==> src/rtl/core/bsws_pkg.sv <==
// Shared types and constants for the bounded stack with search.
// No dependencies.
`default_nettype none

package bsws_pkg;

    localparam int DEPTH_DEF      = 16;
    localparam int DATA_WIDTH_DEF = 32;
    localparam int KIND_W         = 3;
    localparam int WORD_W         = 32;

    typedef enum logic [KIND_W-1:0] {
        KIND_PUSH   = 3'd0,
        KIND_POP    = 3'd1,
        KIND_SEARCH = 3'd2,
        KIND_REMOVE = 3'd3,
        KIND_CLEAR  = 3'd4
    } kind_t;

    typedef struct packed {
        logic              ok;
        logic              found;
        logic [WORD_W-1:0] data;
    } res_t;

endpackage

`default_nettype wire

==> src/rtl/core/bsws_ram.sv <==
// Entry store for the stack: one write port, one read port, registered read.
// Uses bsws_pkg.
`default_nettype none

module bsws_ram #(
    parameter int DEPTH      = bsws_pkg::DEPTH_DEF,
    parameter int DATA_WIDTH = bsws_pkg::DATA_WIDTH_DEF,
    localparam int AW        = (DEPTH > 1) ? $clog2(DEPTH) : 1
) (
    input  wire logic                  clk,
    input  wire logic                  we,
    input  wire logic [AW-1:0]         waddr,
    input  wire logic [DATA_WIDTH-1:0] wdata,
    input  wire logic [AW-1:0]         raddr,
    output logic      [DATA_WIDTH-1:0] rdata
);
    import bsws_pkg::*;

    logic [DATA_WIDTH-1:0] mem [DEPTH];
    logic [DATA_WIDTH-1:0] rdata_reg;

    always_ff @(posedge clk)
    begin
        if (we)
        begin
            mem[waddr] <= wdata;
        end
        rdata_reg <= mem[raddr];
    end

    assign rdata = rdata_reg;

endmodule

`default_nettype wire

==> src/rtl/core/bsws_ctrl.sv <==
// Sequencer for the stack: fill count, top-down scan with one shared
// comparator, and gap closing for removal. Uses bsws_pkg, drives bsws_ram.
`default_nettype none

module bsws_ctrl #(
    parameter int DEPTH      = bsws_pkg::DEPTH_DEF,
    parameter int DATA_WIDTH = bsws_pkg::DATA_WIDTH_DEF,
    localparam int AW        = (DEPTH > 1) ? $clog2(DEPTH) : 1,
    localparam int CW        = $clog2(DEPTH + 1)
) (
    input  wire logic                          clk,
    input  wire logic                          rst_n,
    input  wire logic                          start,
    input  wire logic [bsws_pkg::KIND_W-1:0]   kind,
    input  wire logic [bsws_pkg::WORD_W-1:0]   value,
    output logic                               busy,
    output logic                               fin,
    output bsws_pkg::res_t                     res,
    output logic      [CW-1:0]                 cnt_out,
    output logic                               we,
    output logic      [AW-1:0]                 waddr,
    output logic      [DATA_WIDTH-1:0]         wdata,
    output logic      [AW-1:0]                 raddr,
    input  wire logic [DATA_WIDTH-1:0]         rdata
);
    import bsws_pkg::*;

    typedef enum logic [1:0] {
        ST_IDLE,
        ST_POP,
        ST_SCAN,
        ST_SHIFT
    } state_t;

    localparam logic [CW-1:0] DEPTH_C = CW'(DEPTH);

    state_t                state_reg, state_next;
    logic [CW-1:0]         cnt_reg, cnt_next;
    logic [CW-1:0]         ptr_reg, ptr_next;
    kind_t                 kind_reg, kind_next;
    logic [DATA_WIDTH-1:0] val_reg, val_next;

    kind_t                 kind_in;
    logic [CW-1:0]         cnt_dec;
    logic [CW-1:0]         ptr_inc;
    logic [CW-1:0]         ptr_inc2;
    logic [CW-1:0]         ptr_dec;
    logic                  hit;

    assign kind_in  = kind_t'(kind);
    assign cnt_dec  = cnt_reg - CW'(1);
    assign ptr_inc  = ptr_reg + CW'(1);
    assign ptr_inc2 = ptr_reg + CW'(2);
    assign ptr_dec  = ptr_reg - CW'(1);
    assign hit      = (rdata == val_reg);

    always_comb
    begin
        state_next = state_reg;
        cnt_next   = cnt_reg;
        ptr_next   = ptr_reg;
        kind_next  = kind_reg;
        val_next   = val_reg;
        fin        = 1'b0;
        res        = '0;
        we         = 1'b0;
        waddr      = ptr_reg[AW-1:0];
        wdata      = rdata;
        raddr      = ptr_dec[AW-1:0];

        case (state_reg)
            ST_IDLE:
            begin
                if (start)
                begin
                    kind_next = kind_in;
                    val_next  = DATA_WIDTH'(value);
                    ptr_next  = cnt_dec;
                    raddr     = cnt_dec[AW-1:0];
                    case (kind_in)
                        KIND_PUSH:
                        begin
                            fin = 1'b1;
                            if (cnt_reg != DEPTH_C)
                            begin
                                we       = 1'b1;
                                waddr    = cnt_reg[AW-1:0];
                                wdata    = DATA_WIDTH'(value);
                                cnt_next = cnt_reg + CW'(1);
                                res.ok   = 1'b1;
                            end
                        end
                        KIND_POP:
                        begin
                            if (cnt_reg == '0)
                            begin
                                fin = 1'b1;
                            end
                            else
                            begin
                                cnt_next   = cnt_dec;
                                state_next = ST_POP;
                            end
                        end
                        KIND_SEARCH, KIND_REMOVE:
                        begin
                            if (cnt_reg == '0)
                            begin
                                fin    = 1'b1;
                                res.ok = (kind_in == KIND_SEARCH);
                            end
                            else
                            begin
                                state_next = ST_SCAN;
                            end
                        end
                        KIND_CLEAR:
                        begin
                            fin      = 1'b1;
                            res.ok   = (cnt_reg != '0);
                            cnt_next = '0;
                        end
                        default:
                        begin
                            fin = 1'b1;
                        end
                    endcase
                end
            end
            ST_POP:
            begin
                fin        = 1'b1;
                res.ok     = 1'b1;
                res.data   = WORD_W'(rdata);
                state_next = ST_IDLE;
            end
            ST_SCAN:
            begin
                if (hit)
                begin
                    if (kind_reg == KIND_SEARCH)
                    begin
                        fin        = 1'b1;
                        res.ok     = 1'b1;
                        res.found  = 1'b1;
                        state_next = ST_IDLE;
                    end
                    else if (ptr_inc == cnt_reg)
                    begin
                        fin        = 1'b1;
                        res.ok     = 1'b1;
                        res.found  = 1'b1;
                        cnt_next   = cnt_dec;
                        state_next = ST_IDLE;
                    end
                    else
                    begin
                        raddr      = ptr_inc[AW-1:0];
                        state_next = ST_SHIFT;
                    end
                end
                else if (ptr_reg == '0)
                begin
                    fin        = 1'b1;
                    res.ok     = (kind_reg == KIND_SEARCH);
                    state_next = ST_IDLE;
                end
                else
                begin
                    ptr_next = ptr_dec;
                end
            end
            ST_SHIFT:
            begin
                // rdata holds the entry one above ptr; move it down
                we = 1'b1;
                if (ptr_inc2 == cnt_reg)
                begin
                    fin        = 1'b1;
                    res.ok     = 1'b1;
                    res.found  = 1'b1;
                    cnt_next   = cnt_dec;
                    state_next = ST_IDLE;
                end
                else
                begin
                    raddr    = ptr_inc2[AW-1:0];
                    ptr_next = ptr_inc;
                end
            end
            default:
            begin
                state_next = ST_IDLE;
            end
        endcase
    end

    always_ff @(posedge clk or negedge rst_n)
    begin
        if (!rst_n)
        begin
            state_reg <= ST_IDLE;
            cnt_reg   <= '0;
            ptr_reg   <= '0;
            kind_reg  <= KIND_PUSH;
            val_reg   <= '0;
        end
        else
        begin
            state_reg <= state_next;
            cnt_reg   <= cnt_next;
            ptr_reg   <= ptr_next;
            kind_reg  <= kind_next;
            val_reg   <= val_next;
        end
    end

    assign busy    = (state_reg != ST_IDLE);
    assign cnt_out = cnt_next;

endmodule

`default_nettype wire

==> src/rtl/core/bounded_stack_with_search_core.sv <==
// Push, clear, refused or unknown requests finish from idle; pop reads the top entry in
// a pop state; search scans down from the top; remove scans down, then closes the gap
// (worst case a match at the bottom), as the store's single read port gives one entry per cycle.
// busy is high while a request is in progress; the next word may start in the cycle
// done is shown. The result word is shown for one cycle on done; no receiver stall.
// Reset clears the count, state and result registers; stored words stay unknown until pushed.
`default_nettype none

module bounded_stack_with_search_core #(
    parameter int DEPTH      = bsws_pkg::DEPTH_DEF,
    parameter int DATA_WIDTH = bsws_pkg::DATA_WIDTH_DEF,
    localparam int AW        = (DEPTH > 1) ? $clog2(DEPTH) : 1,
    localparam int CW        = $clog2(DEPTH + 1)
) (
    input  wire logic                        clk,
    input  wire logic                        rst_n,
    input  wire logic                        start,
    output logic                             busy,
    input  wire logic [bsws_pkg::KIND_W-1:0] kind,
    input  wire logic [bsws_pkg::WORD_W-1:0] value,
    output logic                             done,
    output logic                             ok,
    output logic      [bsws_pkg::WORD_W-1:0] data,
    output logic                             found,
    output logic      [CW-1:0]               count,
    output logic                             empty_res
);
    import bsws_pkg::*;

    logic                  fin;
    res_t                  res;
    logic [CW-1:0]         cnt_out;
    logic                  we;
    logic [AW-1:0]         waddr;
    logic [DATA_WIDTH-1:0] wdata;
    logic [AW-1:0]         raddr;
    logic [DATA_WIDTH-1:0] rdata;

    logic                  done_reg;
    logic                  ok_reg;
    logic [WORD_W-1:0]     data_reg;
    logic                  found_reg;
    logic [CW-1:0]         count_reg;
    logic                  empty_reg;

    bsws_ctrl #(
        .DEPTH      (DEPTH),
        .DATA_WIDTH (DATA_WIDTH)
    ) u_ctrl (
        .clk     (clk),
        .rst_n   (rst_n),
        .start   (start),
        .kind    (kind),
        .value   (value),
        .busy    (busy),
        .fin     (fin),
        .res     (res),
        .cnt_out (cnt_out),
        .we      (we),
        .waddr   (waddr),
        .wdata   (wdata),
        .raddr   (raddr),
        .rdata   (rdata)
    );

    bsws_ram #(
        .DEPTH      (DEPTH),
        .DATA_WIDTH (DATA_WIDTH)
    ) u_ram (
        .clk   (clk),
        .we    (we),
        .waddr (waddr),
        .wdata (wdata),
        .raddr (raddr),
        .rdata (rdata)
    );

    always_ff @(posedge clk or negedge rst_n)
    begin
        if (!rst_n)
        begin
            done_reg  <= 1'b0;
            ok_reg    <= 1'b0;
            data_reg  <= '0;
            found_reg <= 1'b0;
            count_reg <= '0;
            empty_reg <= 1'b1;
        end
        else
        begin
            done_reg <= fin;
            if (fin)
            begin
                ok_reg    <= res.ok;
                data_reg  <= res.data;
                found_reg <= res.found;
                count_reg <= cnt_out;
                empty_reg <= (cnt_out == '0);
            end
        end
    end

    assign done      = done_reg;
    assign ok        = ok_reg;
    assign data      = data_reg;
    assign found     = found_reg;
    assign count     = count_reg;
    assign empty_res = empty_reg;

    a_quick_kinds: assert property (@(posedge clk) disable iff (!rst_n)
        (start && !busy && (kind == KIND_PUSH || kind == KIND_CLEAR)) |=> (done && !busy))
        else $error("push or clear did not finish in one cycle");

    a_count_bound: assert property (@(posedge clk) disable iff (!rst_n)
        done |-> (count <= CW'(DEPTH)))
        else $error("count above depth");

    a_found_ok: assert property (@(posedge clk) disable iff (!rst_n)
        (done && found) |-> (ok && data == '0))
        else $error("found without ok or with data");

endmodule

`default_nettype wire

==> config.mk <==
export PLATFORM = sky130hd
export DESIGN_NAME = bounded_stack_with_search_core
export DESIGN_NICKNAME = d
export VERILOG_FILES = /design/src/rtl/core/bsws_pkg.sv /design/src/rtl/core/bsws_ram.sv /design/src/rtl/core/bsws_ctrl.sv /design/src/rtl/core/bounded_stack_with_search_core.sv
export SDC_FILE = /design/constraint.sdc
export NUM_CORES = 1
export LEC_CHECK = 0
export BUFFER_PORTS_ARGS = -buffer_cell sky130_fd_sc_hd__buf_2
export CORE_MARGIN = 8
export CORE_UTILIZATION = 44
export CTS_CLUSTER_SIZE = 24
export DETAILED_ROUTE_END_ITERATION = 12
export HOLD_SLACK_MARGIN = 0.05
export PLACE_DENSITY = 0.65
export SYNTH_ARGS = -nofsm -noshare
export SYNTH_HDL_FRONTEND = slang
export SYNTH_HIERARCHICAL = 1
export SYNTH_SLANG_ARGS = --single-unit
==> constraint.sdc <==
create_clock -name clk -period 7.5 [get_ports clk]
set_clock_uncertainty 0.05 [all_clocks]
set_input_delay 1.125 -clock clk [delete_from_list [all_inputs] [get_ports clk]]
set_output_delay 1.125 -clock clk [all_outputs]
set_load 0.1 [all_outputs]
After elaboration in Yosys (flattened, before gate mapping)

Memory sizes are Yosys's and may differ from the RTL's. A register that Yosys moved wholly into a read port is not among the register bits.
Index checks and enable logic that the tools add are counted.

Register bits: 88
Memory bits (writable): 512
Input port bits: 38
Output and inout port bits: 42
Logic and storage cells: 116
Memories kept: 1

$add $sub $neg: 5
Equality and inequality tests: 21
Multiplexer cells: 65
Reduce and logical (&&, ||, !) cells: 13

Memories:

| memory    | depth | bits a word | rd ports | clocked after memory_dff | write ports | line           | RTL |
|---|---|---|---|---|---|---|---|
| u_ram.mem | 16    | 32          | 1        | 1                        | 1           | bsws_ram.sv:19 | `logic [DATA_WIDTH-1:0] mem [DEPTH];` |

Operators by type and width:

| operator                                            | count |
|---|---|
| two-way mux 32 bit                                  | 5 |
| two-way mux 5 bit                                   | 11 |
| one-hot mux 5 bit (3 select lines)                  | 3 |
| two-way mux 4 bit                                   | 9 |
| equality test 32 bit                                | 1 |
| two-way mux 2 bit                                   | 11 |
| two-way mux 1 bit                                   | 18 |
| logical NOT 5 bit                                   | 3 |
| one-hot mux 4 bit (3 select lines)                  | 1 |
| adder 5 x 1 -> 5 bit, second input constant         | 2 |
| equality test 5 bit                                 | 2 |
| subtractor 5 x 1 -> 5 bit, second input constant    | 2 |
| equality test 3 x 2 -> 1 bit, second input constant | 3 |
| inequality test 3 bit, second input constant        | 3 |
| inequality test 2 bit, second input constant        | 4 |
| one-hot mux 1 bit (4 select lines)                  | 2 |
| one-hot mux 2 bit (4 select lines)                  | 1 |
| AND reduction 6 bit                                 | 1 |
| adder 5 x 2 -> 5 bit, second input constant         | 1 |
| inequality test 5 bit, second input constant        | 1 |
| AND reduction 5 bit                                 | 1 |
| nonzero test 5 bit                                  | 1 |
| equality test 2 bit, second input constant          | 2 |
| one-hot mux 1 bit (2 select lines)                  | 2 |
| 14 further kinds                                    | 14 |

Logic depth before layout (Yosys ltp)

Gate-level depths: netlist of run 1.

Depth after elaboration: 7
Mapped depth: 15
Depth with buffers taken out: 12

By module

The synthesis of run 1 kept the hierarchy.

By module, submodules not included:

| module                         | instances | cells each | area each (sq um) | seq. area each (sq um) |
|---|---|---|---|---|
| bsws_ram                       | 1         | 838        | 19835.3           | 16015.4 |
| bsws_ctrl                      | 1         | 520        | 4165.2            | 1176.1 |
| bounded_stack_with_search_core | 1         | 87         | 1508.9            | 1027.2 |

Least setup slack after synthesis of run 1

No wires, ideal clock.

Path type: input port to flip-flop
From: in kind[1] (netlist bit)
To: mem u_ram/mem[0][0] (netlist bit) (enable)
Library setup time: 461 ps
Arrival time: 5285 ps
Data required time: 6989 ps
Slack: 1704 ps
Stages on the path: 8
Path through: clkbuf_1 or3_1 a21oi_1 nand2_1 buf_2 a32o_1 or3b_2 nor3_1

Elaborated cells on any way between the ends: 9
Those cells by class: mux: 8; reduce/logical: 1

RTL lines:

| item               | line                                 | RTL |
|---|---|---|
| start: declaration | bounded_stack_with_search_core.sv:19 | `input wire logic [bsws_pkg::KIND_W-1:0] kind,` |
| logical NOT 3 bit  | bsws_ctrl.sv:80                      | `case (kind_in)` |
| two-way mux 4 bit  | bsws_ctrl.sv:80                      |  |
| two-way mux 4 bit  | bsws_ctrl.sv:74                      | `if (start)` |
| two-way mux 4 bit  | bsws_ctrl.sv:71                      | `case (state_reg)` |
| via waddr[3]       | bounded_stack_with_search_core.sv:34 | `logic [AW-1:0] waddr;` |
| end: declaration   | bsws_ram.sv:19                       |  |

The timed path passes the listed nets, and every way through them passes these cells.

Worst setup path in the final report of run 1

From: reg u_ctrl.state_reg[1]
To: mem u_ram/mem[15][21] (netlist bit) (enable)

Elaborated cells on any way between the ends: 6
Those cells by class: eq/ne: 1; mux: 4; reduce/logical: 1

RTL lines:

| item                     | line                                 | RTL |
|---|---|---|
| start: declaration       | bsws_ctrl.sv:37                      | `state_t state_reg, state_next;` |
| start signal: assignment | bsws_ctrl.sv:210                     | `state_reg <= state_next;` |
| logical NOT 2 bit        | bsws_ctrl.sv:71                      |  |
| two-way mux 4 bit        | bsws_ctrl.sv:71                      |  |
| via waddr[0]             | bounded_stack_with_search_core.sv:34 |  |

The timed path passes the listed nets, and every way through them passes these cells.

==> qor.yml, run 1 <==
place_ws_ps: 2250
synth_nets: 1495
drc: 0
ff2ff_setup_slack_ps: 2330
cts.hold.buffers_added: 0
routed_wl_mm: 61.1
cts_root_buf: "clkbuf_16"
detail-route-antenna-nets: 0
syn_inst: 1445
synth_cell_type_count: 75
clock_sinks: 632
wl_per_cell_um: 25.9
endpoint_kind: "flip-flop"
worst_pin_slew_ps: 1270
reg2reg_depth: 10
utilization_pct: 50.8
layout_min_cycle_time_ps: 5170
power_density_nw_per_um2: 469
setup_ws_ps: 2330
cts.path.max_buffers: 3
grt_max_degree: 129
max_slew_margin_pct: 14.7
clkLatencyLatePin_ps: 610
via_per_inst: 5.73
place.gp.congestion: 0.848
top_register: "u_ram/mem"
critPathKind: "flip-flop to flip-flop"
design_area_um2: 29200
r2r-end: "u_ram/mem[15][21]"
avgSynthCellArea_um2: 17.7
syn2layout_area_growth_pct: 14.4
worstPathMaxFanout: 39
max_freq_mhz: 194
synth_largest_area_cell: "edfxtp_1"
period_share_pct: 68.9
synth.area.top_cells: "edfxtp_1 (60%), mux4_2 (11%), dfrtp_1 (8.5%), mux2_2 (3.2%), dfxtp_1 (2.5%)"
grt_first_pass_wirelength_mm: 92.0
drive_gt1_share_pct: 28.0
grt.overflow.total: 0
antennaDiodeCount: 0
drt_iter0_markers: 1290
start_util_pct: 44.4
h-tree-depth: 3
ys_seq_elements: 632
largest_reg_flops: 512
finalSetupTns_ps: 0
tritoncts: "built"
startpoint: "u_ctrl/state_reg[1]"
path_clk_slew_ps: 60
placed_area_um2: 26900
p_leak_nw: 10.2
yosysSeqAreaShare_pct: 71.4
timing.rr.start: "u_ctrl/state_reg[1]"
fp.coreArea_um2: 57500
yosysMostFrequentCell: "edfxtp_1"
cts_made_buffers: 68
synth_top_area_share_pct: 60.3
first_pass_iters: 7
grt_pass1_vias: 14100
slew_viol_final: 0
dp_hpwl_mm: 36.4
synth_common_cells: "edfxtp_1 (512), nand2_1 (165), mux4_2 (128)"
grt_usage_pct: 18.4
synth_area_um2: 25500
cp.arrival_ps: 5390
total_power_mw: 13.7
peakVddDrop_v: 0.000588
cp-endpoint: "u_ram/mem[15][21]"
yosysWarnings: 6
vias: 13500
status: "finished clean"
die_area_um2: 65900
io_buffers: 79
cts_resized: 0
cap_violations: 0
yosys_most_used_dff: "edfxtp_1"
setup-violations-final: 0
cts_setup_buffers: 0
synth_enable_flop_cells: 512
final_hold_viol_count: 0
cp-start-kind: "flip-flop"
rsz0062_at_grt: "false"
die_y_um: 257
rows: 88
dieWidth_um: 257
synth-async-reset-ratio_pct: 13.9
required_ps: 7720
ios: 80
antenna_found_initial: 1
min_path_type: "input pin to async pin"
fin_nets: 1589
[worst max-delay path: stages (launching register included)]
cell and delay (ps):
dfrtp_1 420, inv_1 120, ha_1 510, inv_1 290, nor2_4 150, buf_4 500, nand2_2 400, a22oi_1 710
nand2_1 420, nor2_4 820, buf_4 410
[kinds of logic (layout without fill, tap and decap cells)]
family	Yosys count	count (layout)	share of synthesized area [%]
multiplexers	202	202	14.6
XOR/XNOR	50	50	1.80
AND/OR/NAND/NOR	298	298	5.37
buffers and inverters	96	246	1.69
adder cells (fa/ha/maj)	12	12	0.589
AO/OA/AOI/OAI	155	155	4.56
flip-flops	632	632	71.4
[metal layers]
metal / track usage, % / part of all wire, % / vias up
li1: - / - / 5888
met5: 0 / 0 / -
met2: 29.1 / 48 / 455
met1: 25.3 / 43 / 7092
met4: 5.59 / 2.1 / 0
met3: 4.35 / 6.9 / 92
[how the worst min path moves through the flow]
stage / start / to / cells past startpoint
floorplan: u_ctrl/kind_reg[1] / u_ctrl/kind_reg[1] / 2
global placement: u_ctrl/kind_reg[1] / u_ctrl/kind_reg[1] / 2
detailed placement: u_ctrl/kind_reg[2] / u_ctrl/kind_reg[2] / 2
CTS: rst_n / u_ctrl/cnt_reg[1] / 1
global route: u_ctrl/kind_reg[2] / u_ctrl/kind_reg[2] / 2
finish: rst_n / data[28] / 1
[area by class of cell]
| class | instances | area [um2] |
|---|---|---|
| Clock buffer | 100 | 1950 |
| Clock inverter | 26 | 339 |
| Fill cell | 4681 | 28300 |
| Inverter | 15 | 56.3 |
| Multi-Input combinational cell | 717 | 7040 |
| Sequential cell | 632 | 18200 |
| Tap cell | 765 | 957 |
| Timing Repair Buffer | 105 | 618 |
[through the flow]
stage | cells | hold WS [ps]
3_5_place_dp | 2234 | 415
6_report | 2360 | 430
5_1_grt | 2360 | 442
2_1_floorplan | 1445 | 388
3_3_place_gp | 2234 | 405
4_1_cts | 2360 | 425
[cells in the final DEF (no fill, tap or decap), drive strengths merged, types with 12 or more instances in the layout]
| cell type | count |
|---|---|
| edfxtp | 512 |
| nand2 | 165 |
| mux4 | 128 |
| buf | 105 |
| clkbuf | 100 |
| dfrtp | 87 |
| mux2 | 73 |
| a22oi | 66 |
| xor2 | 39 |
| nor2 | 34 |
| and2 | 33 |
| dfxtp | 32 |
| nor3 | 20 |
| o21ai | 18 |
| inv | 18 |
| clkinv | 16 |
| a21oi | 13 |
| ha | 12 |
[where the power goes]
part           internal [mW]  leakage (nW)  switching (mW)
Combinational           2.01          3.09            3.41
Clock                   2.05          1.11            1.34
Sequential              4.58          6.02           0.297
No activity file was read; power rests on OpenSTA's default activity.
==> inputs of run 2 (changes only) <==
PLACE_DENSITY = 0.67   (was 0.65)
clock period = 4.6 ns   (was 7.5 ns; I/O delays follow)
==> qor.yml, run 2 (synthesized netlist as in run 1, its figures left out) <==
cpMostUsedCell: "nand2_1"
syn2layout_area_growth_pct: 15.3
drt_iter0_markers: 1555
cp-start-kind: "flip-flop"
final_hold_viol_count: 0
finalHoldWorstSlack_ps: 136
rsz0062_at_grt: "false"
placed_cells: 2269
worst_path_max_delay_cell: "nor4_1"
io_buffers: 79
start_util_pct: 44.4
grt_usage_pct: 18.9
drive_gt1_share_pct: 29.7
finalSetupTns_ps: 0
cts.hold.buffers_added: 0
max_freq_mhz: 243
min_path_type: "input pin to async pin"
use_met1_pct: 26.3
via_per_inst: 5.79
top_register: "u_ram/mem"
path_delay_family: "simple AND/OR/NAND/NOR gates"
crit_chain: "xor2_1, nor4_1, nand4_1, nor2_2, nand2_1, a2111oi_0, buf_4, o22ai_4, buf_12, mux4_2, a22oi_1, nand2_1"
dp_hpwl_mm: 36.7
cts_resized: 0
cap_violations: 0
detail-route-antenna-nets: 0
p_seq_share_pct: 35.6
p_int_mw: 13.9
grt_first_pass_wirelength_mm: 93.9
clkPwrFrac_pct: 22.9
layout_min_cycle_time_ps: 4120
wl_per_cell_um: 26.1
place.gp.congestion: 0.896
fin_nets: 1622
switching_share_pct: 37.4
path_buf_inv: 2
worstPathMaxFanout: 84
final_common_cell: "edfxtp_1"
antenna_found_initial: 2
worst_pin_slew_ps: 799
grt.overflow.total: 0
switchingPower_mw: 8.28
endpoint_kind: "flip-flop"
busiest_layer: "met2"
ios: 80
drc: 0
nFillCells: 4633
fin_cells: 2391
grt_use_met3_pct: 3.49
dieWidth_um: 257
max_slew_margin_pct: 46.6
grt_pass1_vias: 14300
status: "finished clean"
cts_root_buf: "clkbuf_16"
h-tree-depth: 3
crit_path_max_incr_delay_ps: 580
p_comb_share_pct: 41.5
path_clk_slew_ps: 60
mostFrequentLayoutCells: "edfxtp_1 (512), nand2_1 (163), mux4_2 (128)"
fp.coreArea_um2: 57500
first_pass_iters: 6
clkLatencyLatePin_ps: 600
critPathKind: "flip-flop to flip-flop"
peakVddDrop_v: 0.000659
routed_wl_mm: 62.5
power_density_nw_per_um2: 754
cts_setup_buffers: 0
largest_reg_flops: 512
cp.arrival_ps: 4550
setup-violations-final: 0
required_ps: 5040
clock_sinks: 632
slew_viol_final: 0
cts.path.max_buffers: 3
die_y_um: 257
rows: 88
tritoncts: "built"
period_share_pct: 89.5
grt_max_degree: 85
use_met2_pct: 30.0
p_leak_nw: 10.4
cts_made_buffers: 66
die_area_um2: 65900
vias: 13800
[run 2: layer usage]
layer  wire length [um]  vias up
met2              29900      612
met3               5020      107
met5                  0        -
met1              25900     7176
li1                   -     5948
met4               1700        0
[run 2: stage by stage]
stage	power [mW]	setup WS [ps]	cell area, um2	utilization [%]
after floorplan	14.4	96.6	25500	-
after global placement	17.1	512	27300	47.6
after detailed placement	17.2	530	27300	47.6
after CTS	22.3	507	29400	51.2
after global routing	23.2	205	29400	51.2
final	22.2	485	29400	51.2
[run 2: final timing paths]
| kind | startpoint | endpoint | slack [ps] | cells past startpoint |
|---|---|---|---|---|
| hold / removal | rst_n | count[2] | 140 | 1 |
| setup / recovery | u_ctrl/val_reg[8] | u_ram/rdata[17] | 480 | 12 |
| max in group asynchronous | rst_n | u_ctrl/val_reg[11] | 3270 | 2 |
| hold reg to reg | u_ctrl/kind_reg[1] | u_ctrl/kind_reg[1] | 420 | 2 |
| setup reg to reg | u_ctrl/val_reg[8] | u_ram/rdata[17] | 480 | 12 |
| min in group clk | value[11] | u_ctrl/val_reg[11] | 250 | 3 |
[run 2: power groups by stage]
stage / combinational [mW] / sequential, mW / clock [mW]
after floorplan: 5.86 / 8.50 / 0
after global placement: 9.07 / 7.99 / 0
after detailed placement: 9.18 / 8.01 / 0
after CTS: 9.23 / 7.89 / 5.16
after global routing: 9.87 / 7.95 / 5.39
final: 9.20 / 7.89 / 5.07
[run 2: area by class of cell]
class	instances	area [um2]	share of cell area (%)
antenna	1	2.50	0.00851
clock buffer	80	1770	6.00
inverter	15	56.3	0.191
tap	765	957	3.25
sequential	632	18200	62.0
multi-input combinational	717	7070	24.0
clock inverter	41	298	1.01
timing repair buffer	140	1040	3.55
==> inputs of run 3 (changes only) <==
CORE_UTILIZATION = 56   (was 44)
PLACE_DENSITY = 0.81   (was 0.67)
==> qor.yml, run 3 (synthesized netlist as in run 1, its figures left out) <==
max_slew_margin_pct: 40.0
power_density_nw_per_um2: 769
routed_wl_mm: 64.6
drive_gt1_share_pct: 29.3
finalSetupTns_ps: 0
dieWidth_um: 229
die_y_um: 229
min_path_type: "input pin to async pin"
switching_share_pct: 37.2
nFillCells: 2868
vias: 14500
die_area_um2: 52600
clkPwrFrac_pct: 23.2
final_common_cell: "edfxtp_1"
cts_resized: 0
cts_root_buf: "clkbuf_16"
grt_first_pass_wirelength_mm: 96.1
layout_min_cycle_time_ps: 4060
h-tree-depth: 2
peakVddDrop_v: 0.000638
met2_length_mm: 32.2
multi_input_area_um2: 7060
p_comb_share_pct: 41.6
ios: 80
grt_pass1_vias: 14900
p_leak_nw: 10.4
grt.overflow.total: 0
cts.path.max_buffers: 3
cts.hold.buffers_added: 0
endpoint_kind: "flip-flop"
antenna_found_initial: 1
finalHoldWorstSlack_ps: 124
period_share_pct: 88.2
clock_sinks: 632
top_layer_used: "met4"
clkLatencyLatePin_ps: 620
cts_setup_buffers: 0
required_ps: 5050
detail-route-antenna-nets: 0
largest_reg_flops: 512
place.gp.congestion: 0.851
drt_iter0_markers: 2005
grt_max_degree: 69
grt_usage_pct: 24.3
placed_cells: 2098
cp.arrival_ps: 4510
cap_violations: 0
timing.rr.start: "u_ctrl/ptr_reg[2]"
rsz0062_at_grt: "false"
r2r-end: "u_ram/rdata[22]"
p_int_mw: 14.1
m1WireLength_mm: 23.0
met3_length_mm: 6.63
setup-violations-final: 0
switchingPower_mw: 8.37
fin_nets: 1610
max_freq_mhz: 246
fp.coreArea_um2: 45200
ff2ff_setup_slack_ps: 540
status: "finished clean"
cts_made_buffers: 60
tritoncts: "built"
wl_per_cell_um: 29.2
reg2reg_depth: 12
mostFrequentLayoutCells: "edfxtp_1 (512), nand2_1 (163), mux4_2 (128)"
worstPathMaxFanout: 24
top_register: "u_ram/mem"
start_util_pct: 56.5
drc: 0
cp-start-kind: "flip-flop"
register_area_um2: 18200
fin_cells: 2211
slew_viol_final: 0
io_buffers: 79
syn2layout_area_growth_pct: 14.6
dp_hpwl_mm: 35.6
first_pass_iters: 6
critPathKind: "flip-flop to flip-flop"
rows: 78
path_clk_slew_ps: 60
p_seq_share_pct: 35.2
final_hold_viol_count: 0
worst_pin_slew_ps: 900
via_per_inst: 6.55
run 3: cell count changes in the layout (fill, tap and decap cells not counted), sizes merged:
cell	delta
clkbuf	-6
clkinv	-7
bufinv	+8
inv	-4
buf	-6
run 3: power groups by stage:
stage               logic, mW  registers, mW  clock network (mW)
floorplan                5.86           8.50                   0
CTS                      9.32           7.91                5.25
finish                   9.36           7.91                5.21
detailed placement       9.14           8.01                   0
global route             9.86           7.96                5.46
global placement         8.93           7.97                   0
run 3: worst max-delay path by stage:
stage	from	end	slack [ps]	depth (start not counted)
after floorplan	kind[1]	u_ram/mem[15][0]	100	8
after global routing	u_ctrl/ptr_reg[2]	u_ram/rdata[22]	250	12
after CTS	u_ctrl/ptr_reg[2]	u_ram/rdata[22]	540	12
after global placement	u_ctrl/ptr_reg[2]	u_ram/rdata[11]	650	12
after detailed placement	u_ctrl/ptr_reg[2]	u_ram/rdata[23]	580	12
final	u_ctrl/ptr_reg[2]	u_ram/rdata[22]	540	12
run 3: critical path: stages, from the launching register on:
cell	delay, ps
dfrtp_1	570
inv_1	150
ha_1	340
xnor2_1	140
nand4_1	220
nor3b_2	530
nor3_2	210
a21oi_4	200
buf_12	260
buf_4	360
mux4_2	570
a22oi_1	250
nand2_1	90
run 3: layer usage:
metal  vias to the layer above  global-route usage, %
met5                         -                      0
met4                         0                   11.0
met3                       184                   4.72
met2                       989                   40.7
met1                      7388                   30.7
li1                       5916                      -
run 3: cell type report:
class                           instances  area share (%)
Tap cell                              600            2.57
Clock inverter                         38            1.54
Clock buffer                           74            5.63
Sequential cell                       632            62.3
Multi-Input combinational cell        717            24.1
Inverter                               15           0.193
Antenna cell                            1         0.00856
Timing Repair Buffer                  134            3.63
run 3: through the flow:
| step | cell area, um2 | setup WS (ps) | power (mW) | util, % |
|---|---|---|---|---|
| 6_report | 29200 | 543 | 22.5 | 64.7 |
| 5_1_grt | 29200 | 247 | 23.3 | 64.7 |
| 3_5_place_dp | 27100 | 579 | 17.1 | 60.1 |
| 3_3_place_gp | 27100 | 647 | 16.9 | 60.1 |
| 4_1_cts | 29200 | 541 | 22.5 | 64.7 |
| 2_1_floorplan | 25500 | 96.6 | 14.4 | - |
